==> src/hw/rtl/multichannel_soft_pwm_top_assert.svh <==
// Assertion macros used by the top module to check its own logic.
`ifndef MULTICHANNEL_SOFT_PWM_TOP_ASSERT_SVH
`define MULTICHANNEL_SOFT_PWM_TOP_ASSERT_SVH

// The consequent must hold in the same cycle as the antecedent.
`define MSP_ASSERT_NOW(label, clk, rst_n, ante, cons) \
  label: assert property (@(posedge clk) disable iff (!rst_n) (ante) |-> (cons)) \
    else $error("msp assertion failed");

// The consequent must hold in the cycle after the antecedent.
`define MSP_ASSERT_NEXT(label, clk, rst_n, ante, cons) \
  label: assert property (@(posedge clk) disable iff (!rst_n) (ante) |=> (cons)) \
    else $error("msp assertion failed");

`endif

==> src/hw/rtl/msp_pkg.sv <==
package msp_pkg;

  localparam int CHANNELS = 8;
  localparam int DutyW = 8;
  localparam int PhaseW = 8;
  localparam int LevelW = 8;
  localparam int ChanW = 3;
  localparam int PeriodW = 16;

  localparam logic [DutyW-1:0] ALWAYS_ON_DUTY = 8'hFF;
  localparam logic [PeriodW-1:0] PERIOD_RESET = 16'd390;

  localparam logic KindTick = 1'b0;
  localparam logic KindDuty = 1'b1;

  typedef struct packed {
    logic [0:0] kind;
    logic [ChanW-1:0] channel;
    logic [DutyW-1:0] duty;
  } in_item_t;

  typedef struct packed {
    logic [LevelW-1:0] pwm_out;
    logic [0:0] period_elapsed;
    logic [PhaseW-1:0] phase;
  } out_item_t;

  typedef struct packed {
    logic [PhaseW-1:0] phase;
    logic [LevelW-1:0] levels;
  } status_t;

endpackage

==> src/hw/rtl/msp_in_stage.sv <==
module msp_in_stage (
  input  logic              clk_i,
  input  logic              rst_ni,
  input  logic              in_valid_i,
  output logic              in_stall_o,
  input  msp_pkg::in_item_t in_item_i,
  input  logic              advance_i,
  output logic              valid_o,
  output msp_pkg::in_item_t item_o
);

  logic              valid_q, valid_d;
  msp_pkg::in_item_t item_q;

  assign in_stall_o = valid_q && !advance_i;

  always_comb begin
    valid_d = valid_q;
    if (advance_i || !valid_q) begin
      valid_d = in_valid_i;
    end
  end

  always_ff @(posedge clk_i or negedge rst_ni) begin
    if (!rst_ni) begin
      valid_q <= 1'b0;
    end else begin
      valid_q <= valid_d;
    end
  end

  always_ff @(posedge clk_i) begin
    if (in_valid_i && !in_stall_o) begin
      item_q <= in_item_i;
    end
  end

  assign valid_o = valid_q;
  assign item_o  = item_q;

endmodule

==> src/hw/rtl/msp_core.sv <==
module msp_core #(
  parameter int CHANNELS = msp_pkg::CHANNELS
) (
  input  logic                         clk_i,
  input  logic                         rst_ni,
  input  logic                         cfg_we_i,
  input  logic [msp_pkg::PeriodW-1:0]  cfg_wdata_i,
  input  logic                         fire_i,
  input  msp_pkg::in_item_t            item_i,
  output msp_pkg::out_item_t           result_o,
  output msp_pkg::status_t             status_o
);

  logic [msp_pkg::PeriodW-1:0] ticks_q;
  logic [msp_pkg::PhaseW-1:0]  phase_q, phase_d;
  logic [msp_pkg::LevelW-1:0]  levels_q, levels_d;
  logic [msp_pkg::PeriodW-1:0] count_q, count_d;
  logic [msp_pkg::DutyW-1:0]   req_q [CHANNELS];
  logic [msp_pkg::DutyW-1:0]   req_d [CHANNELS];
  logic [msp_pkg::DutyW-1:0]   lat_q [CHANNELS];
  logic [msp_pkg::DutyW-1:0]   lat_d [CHANNELS];
  logic [msp_pkg::PeriodW:0]   count_inc;
  logic                        pulse;

  assign count_inc = {1'b0, count_q} + {{msp_pkg::PeriodW{1'b0}}, 1'b1};

  always_comb begin
    req_d    = req_q;
    lat_d    = lat_q;
    levels_d = levels_q;
    phase_d  = phase_q;
    count_d  = count_q;
    pulse    = 1'b0;
    if (fire_i) begin
      if (item_i.kind == msp_pkg::KindDuty) begin
        for (int i = 0; i < CHANNELS; i++) begin
          if (item_i.channel == msp_pkg::ChanW'(i)) begin
            req_d[i] = item_i.duty;
          end
        end
      end else begin
        if (phase_q == '0) begin
          for (int i = 0; i < CHANNELS; i++) begin
            lat_d[i] = req_q[i];
            if (req_q[i] != '0) begin
              levels_d[i] = 1'b1;
            end
          end
        end
        for (int i = 0; i < CHANNELS; i++) begin
          if (lat_d[i] == phase_q && lat_d[i] != msp_pkg::ALWAYS_ON_DUTY) begin
            levels_d[i] = 1'b0;
          end
        end
        if (count_inc >= {1'b0, ticks_q}) begin
          count_d = '0;
          pulse   = 1'b1;
        end else begin
          count_d = count_inc[msp_pkg::PeriodW-1:0];
        end
        phase_d = phase_q + msp_pkg::PhaseW'(1);
      end
    end
  end

  always_ff @(posedge clk_i or negedge rst_ni) begin
    if (!rst_ni) begin
      ticks_q  <= msp_pkg::PERIOD_RESET;
      phase_q  <= '0;
      levels_q <= '0;
      count_q  <= '0;
      for (int i = 0; i < CHANNELS; i++) begin
        req_q[i] <= '0;
        lat_q[i] <= '0;
      end
    end else begin
      if (cfg_we_i) begin
        ticks_q <= cfg_wdata_i;
      end
      phase_q  <= phase_d;
      levels_q <= levels_d;
      count_q  <= count_d;
      req_q    <= req_d;
      lat_q    <= lat_d;
    end
  end

  assign result_o.pwm_out        = levels_d;
  assign result_o.period_elapsed = pulse;
  assign result_o.phase          = phase_d;

  assign status_o.phase  = phase_q;
  assign status_o.levels = levels_q;

endmodule

==> src/hw/rtl/multichannel_soft_pwm_top.sv <==
// Multichannel 8-bit PWM generator with a periodic pulse. Each input item is either a
// duty write for one channel or a timer tick, and every item yields exactly one result
// item holding the channel levels, the periodic pulse and the phase after that item.
// The block takes one item per clock cycle as long as the result side keeps up. An
// accepted item is held in the input register, passes the single logic stage of duty
// compares and counter updates, and is then offered from the result register. When a
// result waits under out_stall_i and the input register also holds an item, in_stall_o
// rises in that same cycle. New duties take effect at the next phase 0. periodic_ticks
// is written through cfg_we_i and cfg_wdata_i; the user must write it only while no
// item is in flight, and the block does not enforce this. A value of 0 behaves like 1.
`include "multichannel_soft_pwm_top_assert.svh"

module multichannel_soft_pwm_top #(
  parameter int CHANNELS = msp_pkg::CHANNELS
) (
  input  logic                        clk_i,
  input  logic                        rst_ni,
  input  logic                        in_valid_i,
  output logic                        in_stall_o,
  input  msp_pkg::in_item_t           in_item_i,
  output logic                        out_valid_o,
  input  logic                        out_stall_i,
  output msp_pkg::out_item_t          out_item_o,
  input  logic                        cfg_we_i,
  input  logic [msp_pkg::PeriodW-1:0] cfg_wdata_i
);

  logic               s1_valid;
  msp_pkg::in_item_t  s1_item;
  logic               advance;
  msp_pkg::out_item_t result;
  msp_pkg::status_t   status;
  logic               out_valid_q, out_valid_d;
  msp_pkg::out_item_t out_item_q;

  assign advance = s1_valid && (!out_valid_q || !out_stall_i);

  msp_in_stage u_in_stage (
    .clk_i      (clk_i),
    .rst_ni     (rst_ni),
    .in_valid_i (in_valid_i),
    .in_stall_o (in_stall_o),
    .in_item_i  (in_item_i),
    .advance_i  (advance),
    .valid_o    (s1_valid),
    .item_o     (s1_item)
  );

  msp_core #(
    .CHANNELS (CHANNELS)
  ) u_core (
    .clk_i       (clk_i),
    .rst_ni      (rst_ni),
    .cfg_we_i    (cfg_we_i),
    .cfg_wdata_i (cfg_wdata_i),
    .fire_i      (advance),
    .item_i      (s1_item),
    .result_o    (result),
    .status_o    (status)
  );

  always_comb begin
    out_valid_d = out_valid_q;
    if (advance) begin
      out_valid_d = 1'b1;
    end else if (!out_stall_i) begin
      out_valid_d = 1'b0;
    end
  end

  always_ff @(posedge clk_i or negedge rst_ni) begin
    if (!rst_ni) begin
      out_valid_q <= 1'b0;
    end else begin
      out_valid_q <= out_valid_d;
    end
  end

  always_ff @(posedge clk_i) begin
    if (advance) begin
      out_item_q <= result;
    end
  end

  assign out_valid_o = out_valid_q;
  assign out_item_o  = out_item_q;

  `MSP_ASSERT_NOW(a_result_matches_state, clk_i, rst_ni, out_valid_q,
                  out_item_q.phase == status.phase && out_item_q.pwm_out == status.levels)
  `MSP_ASSERT_NEXT(a_tick_advances_phase, clk_i, rst_ni,
                   advance && s1_item.kind == msp_pkg::KindTick,
                   status.phase == msp_pkg::PhaseW'($past(status.phase) + 8'd1))
  `MSP_ASSERT_NOW(a_stall_needs_item, clk_i, rst_ni, in_stall_o,
                  s1_valid && out_valid_q && out_stall_i)

endmodule

==> config.mk <==
export PLATFORM = sky130hd
export DESIGN_NAME = multichannel_soft_pwm_top
export DESIGN_NICKNAME = d
export VERILOG_FILES = /design/src/hw/rtl/msp_pkg.sv /design/src/hw/rtl/msp_in_stage.sv /design/src/hw/rtl/msp_core.sv /design/src/hw/rtl/multichannel_soft_pwm_top.sv
export VERILOG_INCLUDE_DIRS = /design/src /design/src/hw/rtl
export SDC_FILE = /design/constraint.sdc
export NUM_CORES = 1
export LEC_CHECK = 0
export ABC_AREA = 0
export BUFFER_PORTS_ARGS = -buffer_cell sky130_fd_sc_hd__buf_4
export CAP_MARGIN = 20
export CORE_AREA = 2 2 158 160
export CTS_CLUSTER_SIZE = 20
export DETAILED_ROUTE_END_ITERATION = 10
export DIE_AREA = 0 0 160 162
export PLACE_DENSITY_LB_ADDON = 0.08
export SETUP_SLACK_MARGIN = 0.05
export SKIP_LAST_GASP = 1
export SLEW_MARGIN = 30
export SYNTH_ARGS = -nofsm -noshare
export SYNTH_HDL_FRONTEND = slang
export SYNTH_SLANG_ARGS = --single-unit
export TNS_END_PERCENT = 20
==> constraint.sdc <==
create_clock -name clk_i -period 2.95 [get_ports clk_i]
set_clock_uncertainty 0.15 [all_clocks]
set_input_delay 0.59 -clock clk_i [delete_from_list [all_inputs] [get_ports clk_i]]
set_output_delay 0.59 -clock clk_i [all_outputs]
set_load 0.05 [all_outputs]
==> results.sh <==
export IMPL_netlist_top_cells_area="dfrtp_1 (43%), mux2_2 (13%), edfxtp_1 (8.7%), nand2_1 (4.2%), o21ai_0 (2.5%)"
export IMPL_max_stage_delay_ps=420
export IMPL_fin_nets=1070
export IMPL_globalplace_congestion=0.881
export IMPL_relSlewSlack_pct=55.4
export IMPL_cp_start_kind="flop"
export IMPL_yosys_warnings=0
export IMPL_cp_slowest_cell="dfrtp_1"
export IMPL_cts_sinks=207
export IMPL_cp_cell_sequence="nand3_1 > nor2_1 > buf_4 > nand4_1 > nor2_2 > xnor2_2 > inv_1 > ha_1 > nand2_1 > or3_4 > a21oi_4 > a2111oi_4 > buf_4 > buf_4 > a32oi_1 > o21ai_0"
export IMPL_htreeDepth=1
export IMPL_ys_seq_elements=207
export IMPL_dr_pass1_iters=5
export IMPL_synth_ff_type="dfrtp_1"
export IMPL_initial_core_util_pct=41.6
export IMPL_ys_types=64
export IMPL_clockPowerShare_pct=27.8
export IMPL_violations="setup timing"
export IMPL_yosys_area_share_adder_pct=2.37
export IMPL_place_area_um2=11300
export IMPL_min_period_over_period_pct=102
export IMPL_finalSetupTns_ps=-116
export IMPL_switchingPower_mw=3.70
export IMPL_setup_viol=4
export IMPL_wl_um=28300
export IMPL_worstPathRequired_ps=3190
export IMPL_design_die_area_um2=25900
export IMPL_worst_setup_path_type="flop to flop"
export IMPL_core_um2=24100
export IMPL_max_slew_worst_pin_slew_ps=668
export IMPL_status="finished, violations left"
export IMPL_p_per_area_nw_per_um2=868
export IMPL_setup_ws_ps=-51.0
export IMPL_synth_commonest_cells="dfrtp_1 (174), mux2_2 (117), nand2_1 (113)"
export IMPL_grt_max_degree=62
export IMPL_ioPinCount=52
export IMPL_crit_path_frequent_cell="buf_4"
export IMPL_synthMuxAreaShare_pct=14.7
export IMPL_viasPerCell=5.55
export IMPL_setup_worst_path_end_class="flop"
export IMPL_fin_area_um2=12300
export IMPL_area_growth_synth_to_final_pct=22.9
export IMPL_path_max_fanout=4
export IMPL_grt_pass1_vias=7357
export IMPL_reg2reg_slack_ps=-50
export IMPL_layout_drive_gt1_share_pct=31.6
export IMPL_fill_cells=2212
export IMPL_fp_dieW_um=160
export IMPL_synth_nets=949
export IMPL_synth_top_family_by_area="multiplexers"
export IMPL_die_height_um=162
export IMPL_reg2reg_to="u_core.count_q[2]"
export IMPL_r2r_start="u_core.count_q[1]"
export IMPL_synth_edf_count=29
export IMPL_drtIter0Drc=615
export IMPL_port_buffers=51
export IMPL_ys_async_sr_fraction_pct=86.0
export IMPL_synth_largest_area_cell="dfrtp_1"
export IMPL_maxCapViolations=0
export IMPL_syn_cell_area_um2=10000
export IMPL_synthSimpleGateAreaFrac_pct=12.2
export IMPL_cts_buffers=24
export IMPL_num_vias=7547
export IMPL_period_minus_slack_ps=3000
export IMPL_arrival_ps=3240
export IMPL_multi_input_area_um2=4510
export IMPL_antenna_found_initial=0
export IMPL_clockRootBuffer="clkbuf_16"
export IMPL_cts_max_path_buffers=3
export IMPL_grt_pass1_wl_um=44200
export IMPL_hold_slack_ps=82.7
export IMPL_grt_ovfl_total=0
export IMPL_reg2reg_depth=16
export IMPL_timing_final_hold_violations=0
export IMPL_sw_frac_of_total_pct=34.6
export IMPL_yosysMostFrequentCell="dfrtp_1"
export IMPL_detail_route_wl_per_cell_um=20.8
export IMPL_drv_slew=0
export IMPL_syn_area_per_cell_um2=11.2
export IMPL_clk_pin_slew_ps=60
export IMPL_track_usage_pct=22.0
export IMPL_row_count=57
export IMPL_fmax_ghz=0.333
export IMPL_hold_class="primary input to flop"
export IMPL_p_int_mw=7.01
export IMPL_combPwrFrac_pct=29.9
export IMPL_synth_top_cell_area_share_pct=43.4
export IMPL_seq_area_um2=5330
export IMPL_cts_tree="built"
export IMPL_synthCells=897
export IMPL_rsz0062_at_grt="yes"
export IMPL_synth_compound_area_share_pct=11.4
export IMPL_clock_latency_ps=530
export IMPL_antenna_cells=0
export IMPL_crit_start="u_core.count_q[1]"
export IMPL_cp_endpoint="u_core.count_q[2]"
export IMPL_ant_nets=0
export IMPL_synth_xor_area_share_pct=2.71
export IMPL_ir_drop_mv=0.510
export IMPL_drc=0
export IMPL_hpwl_um=19400
export IMPL_seqPwrFrac_pct=42.3
export IMPL_seq_area_frac_synth_pct=53.2
export IMPL_p_leak_nw=5.43
area by class of cell:
type | count | area share, %
clock buffer | 31 | 5.17
clock inverter | 13 | 1.23
tap | 324 | 3.29
sequential | 207 | 43.2
multi-input combinational | 606 | 36.6
inverter | 43 | 1.31
timing repair buffer | 136 | 9.14
state kept, by name, indices dropped and copies added, names as in the netlist:
| signal | cells |
|---|---|
| out_valid_o | 1 |
| u_core.req_q | 64 |
| out_item_o | 17 |
| u_core.levels_q | 8 |
| u_core.phase_q | 8 |
| u_core.lat_q | 64 |
| u_in_stage.item_o | 12 |
| u_core.ticks_q | 16 |
| u_in_stage.valid_o | 1 |
| u_core.count_q | 16 |
layer usage:
layer / vias to the layer above / wire length [µm] / GRT usage (%)
met5: - / 0 / 0
met4: 0 / 555 / 5.28
met3: 41 / 1650 / 3.88
met2: 211 / 13000 / 35.1
met1: 3774 / 13100 / 31.6
li1: 3521 / - / -
worst max-delay path, delay by kind of cell (launching register included):
kind            cells  cell delay, ps
xor+xnor            1             140
compound gates      4             510
simple gates        6             930
flops               1             420
buf+inv             4             480
fa+ha+maj           1             260
placed cells by master, fill, tap and decap left out, drive strengths merged, types with 6 or more instances in the layout:
cell type,Yosys,layout
a31oi,9,9
edfxtp,29,29
o221ai,6,6
nor4,24,24
mux2,117,117
mux2i,13,13
ha,19,19
nand2b,13,13
o22ai,21,21
nor3,7,7
clkbuf,21,31
buf,20,135
nand3,33,33
nor2,15,15
clkinv,2,12
a2111oi,6,6
a21oi,38,38
xor2,9,9
nand4,17,17
nand2,114,114
a22oi,6,6
dfrtp,174,174
xnor2,22,22
inv,41,41
o21ai,52,52
through the flow:
| step | setup slack, ps | utilization (%) | power, mW | std cells |
|---|---|---|---|---|
| final | -51.0 | 51.1 | 10.7 | 1360 |
| after global routing | -233 | 51.1 | 11.3 | 1360 |
| after floorplan | 62.2 | - | 6.44 | 897 |
| after CTS | 24.6 | 50.7 | 10.7 | 1357 |
| after global placement | -8.07 | 47.0 | 7.64 | 1309 |
| after detailed placement | -83.0 | 47.0 | 7.67 | 1309 |
what timing repair did:
| item | CTS | global route |
|---|---|---|
| resized for setup | 12 | 17 |
| buffers inserted | 3 | 4 |
| endpoints found under the setup margin | 17 | 17 |
| endpoints found under the hold margin | 54 | 0 |
| pin swaps | 15 | 14 |
| hold buffers | 1 | 0 |
power groups by stage:
stage	Combinational (mW)	Sequential (mW)	Clock, mW
floorplan	2.01	4.43	0
global placement	3.08	4.56	0
detailed placement	3.12	4.56	0
CTS	3.19	4.51	3.04
global route	3.49	4.64	3.16
finish	3.20	4.53	2.98
logic make-up after synthesis:
group                      Yosys count
and+or+nand+nor                    248
DFF                                207
AOI/OAI and AO/OA                  177
muxes                              131
buffers and inverters               84
xor gates and xnor gates            31
adders and majority gates           19
worst min path at each step:
| stage | from | slack (ps) | cells after the start | to |
|---|---|---|---|---|
| 2_1_floorplan | rst_ni | 140 | 0 | out_valid_o |
| 3_3_place_gp | u_core.ticks_q[7] | 350 | 2 | u_core.ticks_q[7] |
| 3_5_place_dp | u_core.levels_q[4] | 350 | 1 | u_core.levels_q[4] |
| 4_1_cts | in_item_i[4] | 60 | 1 | u_in_stage.item_o[4] |
| 5_1_grt | in_item_i[7] | 60 | 1 | u_in_stage.item_o[7] |
| 6_report | in_item_i[2] | 80 | 1 | u_in_stage.item_o[2] |
No activity file was read; power rests on OpenSTA's default activity.
